### src/rtl/core/lrt_pkg.sv
package lrt_pkg;

  // Defaults for the top level parameters
  localparam int ENTRIES_DEF  = 16;
  localparam int KEY_BITS_DEF = 32;

  // Slot indexes are carried at this width; it covers the largest ENTRIES of 256
  localparam int SLOT_BITS = 8;

  // Field widths on the channels
  localparam int FUNC_W   = 2;
  localparam int KEY_W    = 32;
  localparam int STATUS_W = 3;
  localparam int COUNT_W  = 5;

  // Operation codes
  localparam logic [FUNC_W-1:0] FUNC_INSERT = 2'd0;
  localparam logic [FUNC_W-1:0] FUNC_TOUCH  = 2'd1;
  localparam logic [FUNC_W-1:0] FUNC_REMOVE = 2'd2;
  localparam logic [FUNC_W-1:0] FUNC_QUERY  = 2'd3;

  // Status codes
  localparam logic [STATUS_W-1:0] ST_OK      = 3'd0;
  localparam logic [STATUS_W-1:0] ST_MISSING = 3'd1;
  localparam logic [STATUS_W-1:0] ST_PRESENT = 3'd2;
  localparam logic [STATUS_W-1:0] ST_EMPTY   = 3'd3;
  localparam logic [STATUS_W-1:0] ST_FULL    = 3'd4;

  // How the row of cells moves when a command is applied
  localparam logic [1:0] MV_NONE      = 2'd0;
  localparam logic [1:0] MV_ALL_BACK  = 2'd1; // every cell takes its newer neighbor
  localparam logic [1:0] MV_UPTO_BACK = 2'd2; // cells at or before slot take newer neighbor
  localparam logic [1:0] MV_FROM_FWD  = 2'd3; // cells at or after slot take older neighbor

  // Command broadcast to every cell
  typedef struct packed {
    logic                 match;
    logic                 apply;
    logic [1:0]           move;
    logic [SLOT_BITS-1:0] slot;
  } lrt_cmd_t;

endpackage

### src/rtl/core/lrt_req_if.sv
interface lrt_req_if;
  import lrt_pkg::*;

  logic              valid;
  logic              ready;
  logic [FUNC_W-1:0] func;
  logic [KEY_W-1:0]  key;

  modport source (output valid, output func, output key, input ready);
  modport sink   (input valid, input func, input key, output ready);

endinterface

### src/rtl/core/lrt_resp_if.sv
interface lrt_resp_if;
  import lrt_pkg::*;

  logic                valid;
  logic                ready;
  logic [STATUS_W-1:0] status;
  logic [KEY_W-1:0]    oldest_key;
  logic                oldest_valid;
  logic [COUNT_W-1:0]  entry_count;

  modport source (output valid, output status, output oldest_key, output oldest_valid,
                  output entry_count, input ready);
  modport sink   (input valid, input status, input oldest_key, input oldest_valid,
                  input entry_count, output ready);

endinterface

### src/rtl/core/lrt_cell.sv
module lrt_cell #(
  parameter int KEY_BITS = lrt_pkg::KEY_BITS_DEF,
  parameter int INDEX    = 0
) (
  input  logic                clk,
  input  logic                rst,
  input  lrt_pkg::lrt_cmd_t   cmd,
  input  logic [KEY_BITS-1:0] cmp_key,
  input  logic [KEY_BITS-1:0] newer_key,
  input  logic                newer_valid,
  input  logic [KEY_BITS-1:0] older_key,
  input  logic                older_valid,
  output logic [KEY_BITS-1:0] key,
  output logic                valid,
  output logic                hit
);
  import lrt_pkg::*;

  localparam logic [SLOT_BITS-1:0] MY_SLOT = SLOT_BITS'(INDEX);

  logic take_newer;
  logic take_older;

  always_comb begin
    take_newer = 1'b0;
    take_older = 1'b0;
    unique case (cmd.move)
      MV_NONE:      ;
      MV_ALL_BACK:  take_newer = 1'b1;
      MV_UPTO_BACK: take_newer = (MY_SLOT <= cmd.slot);
      MV_FROM_FWD:  take_older = (MY_SLOT >= cmd.slot);
      default:      ;
    endcase
  end

  always_ff @(posedge clk) begin
    if (rst) begin
      valid <= 1'b0;
      hit   <= 1'b0;
    end else begin
      if (cmd.match) begin
        hit <= valid && (key == cmp_key);
      end
      if (cmd.apply && take_newer) begin
        valid <= newer_valid;
      end else if (cmd.apply && take_older) begin
        valid <= older_valid;
      end
    end
  end

  always_ff @(posedge clk) begin
    if (cmd.apply && take_newer) begin
      key <= newer_key;
    end else if (cmd.apply && take_older) begin
      key <= older_key;
    end
  end

endmodule

### src/rtl/core/lrt_hit_enc.sv
module lrt_hit_enc #(
  parameter int ENTRIES = lrt_pkg::ENTRIES_DEF
) (
  input  logic [ENTRIES-1:0]            hits,
  output logic                          any_hit,
  output logic [lrt_pkg::SLOT_BITS-1:0] slot
);
  import lrt_pkg::*;

  // Keys are unique, so at most one hit is set and an OR of indexes is exact
  always_comb begin
    slot = '0;
    for (int i = 0; i < ENTRIES; i++) begin
      slot = slot | (hits[i] ? SLOT_BITS'(i) : '0);
    end
    any_hit = |hits;
  end

endmodule

### src/rtl/core/lru_recency_tracker.sv
// LRU recency tracker: keeps up to ENTRIES key tags in recency order, newest first.
// req channel (func, key): insert, touch to front, remove, or query the oldest key.
// resp channel: one item per request with status, the least recently used key,
// its valid flag and the number of keys held after the operation.
// Storage is a row of cells; slot 0 holds the newest key. After the accepting
// edge every cell compares the key in parallel, then the row shifts by the
// decoded move, then the oldest key, held in the last valid cell, is loaded into
// the output register and the result goes valid. A new request is accepted
// only once that result has been taken, so no request is taken while the last
// one is still in flight.
// While resp.ready is low the result holds and req.ready stays low.
// Reset (synchronous, rst high) empties the list and drops any pending result;
// keys wider than KEY_BITS lose their upper bits.
module lru_recency_tracker #(
  parameter int ENTRIES  = lrt_pkg::ENTRIES_DEF,
  parameter int KEY_BITS = lrt_pkg::KEY_BITS_DEF
) (
  input  logic        clk,
  input  logic        rst,
  lrt_req_if.sink     req,
  lrt_resp_if.source  resp
);
  import lrt_pkg::*;

  localparam int CNT_W  = $clog2(ENTRIES + 1);
  localparam int KW     = (KEY_BITS > KEY_W) ? KEY_BITS : KEY_W;
  localparam int CW     = (CNT_W > COUNT_W) ? CNT_W : COUNT_W;
  localparam logic [CNT_W-1:0] FULL_COUNT = CNT_W'(ENTRIES);

  localparam logic [1:0] S_IDLE   = 2'd0;
  localparam logic [1:0] S_MATCH  = 2'd1;
  localparam logic [1:0] S_APPLY  = 2'd2;
  localparam logic [1:0] S_RESULT = 2'd3;

  logic [1:0]          state;
  logic [1:0]          state_next;
  logic [FUNC_W-1:0]   func_r;
  logic [KEY_BITS-1:0] key_r;
  logic [CNT_W-1:0]    count;
  logic [CNT_W-1:0]    count_next;
  logic [STATUS_W-1:0] status_r;
  logic [STATUS_W-1:0] status_next;

  logic                out_valid;
  logic [STATUS_W-1:0] out_status;
  logic [KEY_W-1:0]    out_key;
  logic                out_kvalid;
  logic [COUNT_W-1:0]  out_count;

  lrt_cmd_t            cmd;
  logic [1:0]          move_sel;
  logic                any_hit;
  logic [SLOT_BITS-1:0] hit_slot;

  logic [KEY_BITS-1:0] cell_key [ENTRIES];
  logic [ENTRIES-1:0]  cell_valid;
  logic [ENTRIES-1:0]  cell_hit;
  logic [ENTRIES-1:0]  is_last;
  logic [KEY_BITS-1:0] oldest;

  logic [KW-1:0]       key_in_wide;
  logic [KW-1:0]       oldest_wide;
  logic [CW-1:0]       count_wide;

  logic accept_in;

  assign accept_in   = req.valid && req.ready;
  assign req.ready   = (state == S_IDLE) && !out_valid;
  assign key_in_wide = KW'(req.key);

  // Decode the operation against the registered hit vector
  always_comb begin
    move_sel    = MV_NONE;
    count_next  = count;
    status_next = ST_OK;
    unique case (func_r)
      FUNC_INSERT: begin
        if (any_hit) begin
          status_next = ST_PRESENT;
        end else if (count == FULL_COUNT) begin
          status_next = ST_FULL;
        end else begin
          move_sel   = MV_ALL_BACK;
          count_next = count + CNT_W'(1);
        end
      end
      FUNC_TOUCH: begin
        if (any_hit) begin
          move_sel = MV_UPTO_BACK;
        end else begin
          status_next = ST_MISSING;
        end
      end
      FUNC_REMOVE: begin
        if (any_hit) begin
          move_sel   = MV_FROM_FWD;
          count_next = count - CNT_W'(1);
        end else begin
          status_next = ST_MISSING;
        end
      end
      FUNC_QUERY: begin
        if (count == '0) begin
          status_next = ST_EMPTY;
        end
      end
      default: ;
    endcase
  end

  always_comb begin
    cmd.match = (state == S_MATCH);
    cmd.apply = (state == S_APPLY);
    cmd.move  = move_sel;
    cmd.slot  = hit_slot;
  end

  lrt_hit_enc #(
    .ENTRIES (ENTRIES)
  ) u_hit_enc (
    .hits    (cell_hit),
    .any_hit (any_hit),
    .slot    (hit_slot)
  );

  for (genvar i = 0; i < ENTRIES; i++) begin : g_cell
    logic [KEY_BITS-1:0] nk;
    logic                nv;
    logic [KEY_BITS-1:0] ok;
    logic                ov;
    if (i == 0) begin : g_head
      assign nk = key_r;
      assign nv = 1'b1;
    end else begin : g_mid
      assign nk = cell_key[i-1];
      assign nv = cell_valid[i-1];
    end
    if (i == ENTRIES - 1) begin : g_tail
      assign ok = '0;
      assign ov = 1'b0;
    end else begin : g_body
      assign ok = cell_key[i+1];
      assign ov = cell_valid[i+1];
    end

    lrt_cell #(
      .KEY_BITS (KEY_BITS),
      .INDEX    (i)
    ) u_cell (
      .clk         (clk),
      .rst         (rst),
      .cmd         (cmd),
      .cmp_key     (key_r),
      .newer_key   (nk),
      .newer_valid (nv),
      .older_key   (ok),
      .older_valid (ov),
      .key         (cell_key[i]),
      .valid       (cell_valid[i]),
      .hit         (cell_hit[i])
    );
  end

  // Valid cells are packed from slot 0, so the oldest is the last valid one
  assign is_last = cell_valid & ~{1'b0, cell_valid[ENTRIES-1:1]};

  always_comb begin
    oldest = '0;
    for (int i = 0; i < ENTRIES; i++) begin
      oldest = oldest | (is_last[i] ? cell_key[i] : '0);
    end
  end

  assign oldest_wide = KW'(oldest);
  assign count_wide  = CW'(count);

  always_comb begin
    state_next = state;
    unique case (state)
      S_IDLE:   if (accept_in) state_next = S_MATCH;
      S_MATCH:  state_next = S_APPLY;
      S_APPLY:  state_next = S_RESULT;
      S_RESULT: state_next = S_IDLE;
      default:  state_next = S_IDLE;
    endcase
  end

  always_ff @(posedge clk) begin
    if (rst) begin
      state     <= S_IDLE;
      count     <= '0;
      out_valid <= 1'b0;
    end else begin
      state <= state_next;
      if (state == S_APPLY) begin
        count <= count_next;
      end
      if (state == S_RESULT) begin
        out_valid <= 1'b1;
      end else if (resp.ready) begin
        out_valid <= 1'b0;
      end
    end
  end

  always_ff @(posedge clk) begin
    if (accept_in) begin
      func_r <= req.func;
      key_r  <= key_in_wide[KEY_BITS-1:0];
    end
    if (state == S_APPLY) begin
      status_r <= status_next;
    end
    if (state == S_RESULT) begin
      out_status <= status_r;
      out_key    <= oldest_wide[KEY_W-1:0];
      out_kvalid <= (count != '0);
      out_count  <= count_wide[COUNT_W-1:0];
    end
  end

  assign resp.valid        = out_valid;
  assign resp.status       = out_status;
  assign resp.oldest_key   = out_key;
  assign resp.oldest_valid = out_kvalid;
  assign resp.entry_count  = out_count;

endmodule
### src/flat_wrapper.sv
// flat-port wrapper written by rule: the top's interface ports become plain ports
module lru_recency_tracker_flat import lrt_pkg::*;
#(
  parameter int ENTRIES  = lrt_pkg::ENTRIES_DEF,
  parameter int KEY_BITS = lrt_pkg::KEY_BITS_DEF
)
  (clk, rst, req_valid, req_func, req_key, req_ready, resp_valid, resp_status, resp_oldest_key, resp_oldest_valid, resp_entry_count, resp_ready);
  lrt_req_if req_i ();
  lrt_resp_if resp_i ();
  input  logic clk;
  input  logic rst;
  input wire logic [$bits(req_i.valid)-1:0] req_valid;
  input wire logic [$bits(req_i.func)-1:0] req_func;
  input wire logic [$bits(req_i.key)-1:0] req_key;
  output wire logic [$bits(req_i.ready)-1:0] req_ready;
  output wire logic [$bits(resp_i.valid)-1:0] resp_valid;
  output wire logic [$bits(resp_i.status)-1:0] resp_status;
  output wire logic [$bits(resp_i.oldest_key)-1:0] resp_oldest_key;
  output wire logic [$bits(resp_i.oldest_valid)-1:0] resp_oldest_valid;
  output wire logic [$bits(resp_i.entry_count)-1:0] resp_entry_count;
  input wire logic [$bits(resp_i.ready)-1:0] resp_ready;
  assign req_i.valid = req_valid;
  assign req_i.func = req_func;
  assign req_i.key = req_key;
  assign req_ready = req_i.ready;
  assign resp_valid = resp_i.valid;
  assign resp_status = resp_i.status;
  assign resp_oldest_key = resp_i.oldest_key;
  assign resp_oldest_valid = resp_i.oldest_valid;
  assign resp_entry_count = resp_i.entry_count;
  assign resp_i.ready = resp_ready;
  lru_recency_tracker #(.ENTRIES(ENTRIES), .KEY_BITS(KEY_BITS)) u_core (.clk(clk), .rst(rst), .req(req_i), .resp(resp_i));
endmodule
### config.mk
export PLATFORM = sky130hd
export DESIGN_NAME = lru_recency_tracker_flat
export DESIGN_NICKNAME = d
export VERILOG_FILES = /design/src/rtl/core/lrt_pkg.sv /design/src/rtl/core/lrt_req_if.sv /design/src/rtl/core/lrt_resp_if.sv /design/src/rtl/core/lrt_cell.sv /design/src/rtl/core/lrt_hit_enc.sv /design/src/rtl/core/lru_recency_tracker.sv /design/src/flat_wrapper.sv
export SDC_FILE = /design/constraint.sdc
export NUM_CORES = 1
export LEC_CHECK = 0
export BUFFER_PORTS_ARGS = -buffer_cell sky130_fd_sc_hd__buf_2
export CAP_MARGIN = 15
export CORE_MARGIN = 1
export CORE_UTILIZATION = 45
export CTS_CLUSTER_DIAMETER = 100
export DETAILED_ROUTE_END_ITERATION = 6
export RECOVER_POWER = 50
export SETUP_SLACK_MARGIN = 0.1
export SLEW_MARGIN = 20
export SYNTH_ARGS = -nofsm -noshare
export SYNTH_HDL_FRONTEND = slang
export SYNTH_SLANG_ARGS = --single-unit
### constraint.sdc
create_clock -name clk -period 17.83 [get_ports clk]
set_clock_uncertainty 0.2 [all_clocks]
set_input_delay 0.8915 -clock clk [delete_from_list [all_inputs] [get_ports clk]]
set_output_delay 0.8915 -clock clk [all_outputs]
set_load 0.02 [all_outputs]
==> run_results.csv, run 1 <==
group,metric,value,unit
final_layout,area_growth_syn_to_layout,12.06,%
floorplanning,design.core.area,75950,um^2
synth,synthFlopType,"edfxtp_1",
global_route,grt_pass1_wl,221600,um
floorplanning,start_util,45.50,%
final_layout,drive_gt1_share,27.06,%
cts,tritoncts,"done",
synth,yosysMostFrequentCell,"edfxtp_1",
job,cap_violations,22,
timing,fmax,0.09841,GHz
critical_path,path_class,"flip-flop to flip-flop",
synth,synth-edff-count,590,
synth,synth_fp_nets,2647,
timing,min_period,10.16,ns
synth,syn-instance-count,2593,
placement,gp_congestion,1.127,
timing,final-hold-violation-count,0,
floorplanning,io_pins,81,
critical_path,worstPathMaxFanout,33,
floorplanning,die_width,279.1,um
critical_path,worst_setup_path_end_kind,"flip-flop",
drt,vias_per_cell,7.146,
pwr,p_per_area,105.1,nW/um^2
final_layout,seq_area,18520,um^2
critical_path,crit_path_max_incr_delay,1.77,ns
final_layout,finalNetCount,2699,
cts,cts.sinks,630,
cts,htree_levels,3,
final_layout,fillers,6674,
synth,yosysSeqAreaShare,53.59,%
drt,drtIter0Drc,5257,
cts,post_cts_buffers,0,
floorplanning,num_rows,101,
global_route,antenna_found_initial,18,
synth,syn_avg_cell_area,13.33,um^2
timing,tightest_slew,3.949,ns
synth,synthTopCellsByArea,"edfxtp_1, mux2_2, xor2_1",
cts,cts.clk_slew.worst_paths,0.06,ns
cts,clk_latency,0.66,ns
pwr,fin_total_pwr,0.004069,W
global_route,grt-ovfl-total,0,
critical_path,crit_arrival,10.18,ns
timing,max_slew_margin,-163.3,%
status,outcome,"finished, violations left",
synth,ys_top_cells_by_count,"edfxtp_1, mux2_2, xor2_1",
drt,drc_errors,0,
synth,yosys_register_bits,630,
critical_path,cp_slowest_cell,"clkbuf_1",
final_layout,multiInputGateArea,15510,um^2
cts,cts_root_buf,"clkbuf_16",
cts,cts_hold_buf,0,
timing,slew_violations,637,
synth,synth_largest_area_cell,"edfxtp_1",
drt,routedWlPerCell,44.31,um
critical_path,critPathLaunchType,"flip-flop",
global_route,grt_pass1_vias,24750,
synth,syn_area,34560,um^2
critical_path,crit_chain,"or4_1, nor4_1, nand3_1, a21oi_1, ha_1, nand3_1, a21oi_1, nor2_4, clkbuf_1, clkbuf_1, nand2_2, or2_2",
synth,synth_cell_types,55,
pwr,ir_drop,66.23,uV
timing,fin_crit_sh,56.99,%
critical_path,cp_num_buf_inv,2,
pwr,leakagePower,12.66,nW
synth,synth_warnings,0,
placement,dp_hpwl,113800,um
critical_path,crit_family,"simple AND/OR/NAND/NOR gates",
synth,yosys.area.top_type_share,51.27,%
placement,portBuffers,80,
cts,clock_path_buffers,3,
drt,wl,165500,um
timing,finalSetupTns,0,ns
floorplanning,die_h,279.1,um
drt,ant_nets,0,
critical_path,worstPathRequired,17.85,ns
drt,drtPass1Iterations,7,
timing,finalSetupViolations,0,
hold_path,min_path_type,"input port to flip-flop",
global_route,grt_start_max_net_pins,43,
timing,timing.hold.ws,0.2184,ns
floorplanning,dieArea,77900,um^2
timing,rsz0062_at_grt,"false",
global_route,grt.total_usage,41.97,%
synth,synth_async_sr_flop_share,0,%
final_layout,utilization,50.98,%
cts,numCtsBuffers,75,
drt,vias,26690,
cts,post_cts_resized,0,
status,violations,"capacitance limit, slew limit",
-- routing by layer --
metal | wire, um | track usage, % | up-vias
li1 | - | - | 10170
met1 | 61610 | 54.43 | 13530
met2 | 69720 | 61.03 | 2395
met3 | 22330 | 13.99 | 578
met4 | 11610 | 24.12 | 24
met5 | 219 | 0.8755 | -
-- sequential cells by signal, summed over array words and instances, names as in the netlist --
name,flops
u_core.count,5
u_core.g_cell.u_cell.hit,16
u_core.func_r,2
u_core.status_r,3
u_core.resp.entry_count,5
u_core.g_cell.u_cell.key,512
u_core.g_cell.nk,32
u_core.resp.status,3
u_core.resp.valid,1
u_core.resp.oldest_valid,1
u_core.g_cell.u_cell.valid,16
u_core.resp.oldest_key,32
u_core.state,2
-- cells in the final DEF, fill, tap and decap left out, drive strengths merged, types with 4 or more instances in the layout --
cell and instances:
o21ai 28, a21oi 26, nand2b 9, o31ai 5, a311oi 5, and3 10, nand2 38, buf 94
bufinv 8, clkbuf 151, a211oi 6, nand4 97, mux2i 19, inv 24, and2 35, xnor2 164
clkinv 32, nor3 19, diode 4, a22oi 112, nand4b 6, or2 5, edfxtp 590, a22o 87
a221oi 74, xor2 339, o22ai 4, ha 15, nor2b 18, dfxtp 40, mux2 472, and4 5
nor2 23, or4 7, nor4 99, nand3 12
-- kinds of logic (layout without fill, tap and decap cells) --
group / Yosys count / after routing / share of synthesized area, %
fa+ha+maj: 16 / 16 / 0.6011
flops: 630 / 630 / 53.59
other cells: 0 / 4 / 0
simple gates: 387 / 387 / 6.644
mux: 491 / 491 / 15.93
xor+xnor: 503 / 503 / 12.75
buf+inv: 203 / 311 / 2.299
compound gates: 363 / 363 / 8.187
-- worst paths after layout --
kind	start	end	slack (ns)	cells after the start
worst min-delay path	req_key[25]	u_core.g_cell[0].nk[25]	0.22	1
worst max register to register	u_core.g_cell[11].u_cell.hit	u_core.g_cell[2].u_cell.key[11]	7.67	12
worst max-delay path	u_core.g_cell[11].u_cell.hit	u_core.g_cell[2].u_cell.key[11]	7.67	12
worst min register to register	u_core.status_r[2]	u_core.resp.status[2]	0.22	0
-- stage by stage --
stage          setup WS, ns  cell area [um^2]  instances
3_5_place_dp          11.44             36390       3598
3_3_place_gp          11.59             36380       3598
6_report              7.668             38720       3735
5_1_grt               7.618             38710       3731
2_1_floorplan         12.24             34560       2593
4_1_cts               11.43             38850       3731
-- cell type report --
| cell class | instances | area share, % |
|---|---|---|
| Inverter | 22 | 0.2133 |
| Timing Repair Buffer | 156 | 2.197 |
| Clock buffer | 89 | 5.199 |
| Multi-Input combinational cell | 1760 | 40.04 |
| Clock inverter | 44 | 1.166 |
| Sequential cell | 630 | 47.83 |
| Antenna cell | 4 | 0.02585 |
| Tap cell | 1030 | 3.328 |
-- report_power, final --
part	total [W]	internal, W	switching (W)	leakage (nW)
clock network	0.00159	0.000922	0.000664	1.21
logic	0.000761	0.000191	0.000570	5.85
registers	0.00172	0.00167	0.0000547	5.60
(Power assumes the default switching activity.)
==> run 2, diff against run 1 <==
==> constraint.sdc (replaced) <==
create_clock -name clk -period 8.99 [get_ports clk]
set_clock_uncertainty 0.2 [all_clocks]
set_input_delay 0.4495 -clock clk [delete_from_list [all_inputs] [get_ports clk]]
set_output_delay 0.4495 -clock clk [all_outputs]
set_load 0.02 [all_outputs]
==> run_results.csv, run 2 (same netlist as run 1, synthesis figures left out) <==
group,metric,value,unit
timing,finalSetupViolations,0,
critical_path,rr_worst_depth,11,
final_layout,utilization,51.40,%
critical_path,crit_family,"buffers and inverters",
status,outcome,"finished, violations left",
cts,clk_latency,0.65,ns
critical_path,r2r_start,"u_core.g_cell[9].u_cell.hit",
final_layout,mostFrequentLayoutCell,"edfxtp_1",
floorplanning,dieArea,77900,um^2
hold_path,hold_start,"rst",
critical_path,worstPathMaxFanout,35,
floorplanning,design.core.area,75950,um^2
critical_path,worst_setup_path_end_kind,"flip-flop",
timing,tightest_slew,3.622,ns
floorplanning,die_h,279.1,um
placement,place_area,36400,um^2
pwr,p_per_area,205.2,nW/um^2
global_route,grt_most_used_layer,"met2",
floorplanning,io_pins,81,
final_layout,final_area,39030,um^2
pwr,leakagePower,12.79,nW
final_layout,finalNetCount,2733,
global_route,grt-ovfl-total,0,
global_route,met2_usage,60.52,%
placement,place_ws,2.891,ns
cts,cts_root_buf,"clkbuf_16",
cts,cts.sinks,630,
critical_path,startpoint,"u_core.g_cell[9].u_cell.hit",
critical_path,crit_arrival,7.54,ns
floorplanning,die_width,279.1,um
drt,routedWlPerCell,43.84,um
final_layout,largest_register_ffs,512,
critical_path,crit_path_max_incr_delay,2.53,ns
global_route,grt.total_usage,41.88,%
status,violations,"DRC, capacitance limit, slew limit",
drt,drtPass1Iterations,7,
critical_path,path_class,"flip-flop to flip-flop",
critical_path,critical_path_depth,11,
timing,slew_violations,372,
final_layout,fillers,6608,
final_layout,regMostFlops,"u_core.g_cell.u_cell.key",
global_route,grtUsageMet3,13.20,%
timing,fin_crit_sh,83.22,%
timing,max_slew_margin,-141.5,%
floorplanning,start_util,45.50,%
global_route,grt_start_max_net_pins,43,
timing,finalSetupTns,0,ns
timing,rsz0062_at_grt,"false",
drt,drtIter0Drc,4942,
critical_path,crit_chain,"or4_4, nor4_1, nand3_1, a21oi_1, ha_1, nand3_1, a21oi_1, a211oi_4, clkbuf_1, nand2b_2, buf_4",
final_layout,drive_gt1_share,26.85,%
timing,min_period,7.482,ns
placement,portBuffers,80,
cts,clock_path_buffers,3,
critical_path,critPathLaunchType,"flip-flop",
drt,vias_per_cell,7.090,
drt,vias,26710,
floorplanning,num_rows,101,
critical_path,cp_slowest_cell,"clkbuf_1",
hold_path,min_path_cells,2,
timing,timing.final.ws_setup,1.508,ns
cts,tritoncts,"done",
global_route,antenna_found_initial,11,
cts,htree_levels,3,
timing,final-hold-violation-count,0,
hold_path,min_path_type,"input port to flip-flop",
global_route,use_met1,55.71,%
job,cap_violations,13,
cts,post_cts_resized,0,
critical_path,cp_num_buf_inv,2,
cts,numCtsBuffers,75,
placement,dp_hpwl,115600,um
placement,gp_congestion,1.114,
cts,cts.clk_slew.worst_paths,0.06,ns
pwr,ir_drop,124.8,uV
global_route,grt_pass1_wl,221200,um
final_layout,final_cell_mix,"edfxtp_1, mux2_2, xor2_1",
final_layout,area_growth_syn_to_layout,12.96,%
drt,ant_nets,0,
critical_path,worstPathRequired,9.05,ns
timing,fmax,0.1337,GHz
global_route,grt_pass1_vias,24760,
drt,wl,165200,um
drt,drc_errors,2,
[run 2: stage by stage]
stage                     instances  hold slack, ns  power [W]
after floorplan                2593          0.2003   0.004152
after global placement         3597          0.2034   0.004872
final                          3768         0.03418   0.008010
after global routing           3764         0.03303   0.008111
after CTS                      3764        0.004954   0.007940
after detailed placement       3597          0.2098   0.004877
[run 2: final cells by class]
class                   count  area [um^2]  area share, %
clock buffers              96         2091          5.356
well taps                1030         1289          3.302
diodes                      4        10.01        0.02564
multi-input cells        1760        15500          39.70
inverters                  22        82.58         0.2116
repair buffers            190         1219          3.122
flip-flops and latches    630        18520          47.44
clock inverters            36        327.8         0.8398
[run 2: layer usage]
layer,share of wire [%],wire length (um)
met1,38,62710
met2,42,69360
met4,6.5,10730
met3,13,22080
met5,0.18,301
[run 2: worst paths after layout]
path | slack, ns | to
worst max register to register | 1.51 | u_core.g_cell[5].u_cell.key[20]
worst min-delay path | 0.03 | u_core.count[3]
worst min register to register | 0.22 | u_core.resp.status[1]
worst max-delay path | 1.51 | u_core.g_cell[5].u_cell.key[20]
[run 2: where the power goes]
group | total [W] | switching (W) | internal, W | leakage [nW]
combinational | 0.00150 | 0.00111 | 0.000386 | 5.99
sequential | 0.00342 | 0.000120 | 0.00330 | 5.60
clock | 0.00309 | 0.00130 | 0.00179 | 1.19
total | 0.00801 | 0.00254 | 0.00547 | 12.8
[run 2: what timing repair did]
| action | 4_1_cts | 5_1_grt |
|---|---|---|
| hold buffers | 35 | 0 |
| hold endpoints to repair | 35 | 0 |
| endpoints found under the setup margin | 0 | 0 |
| setup buffers | 0 | 0 |
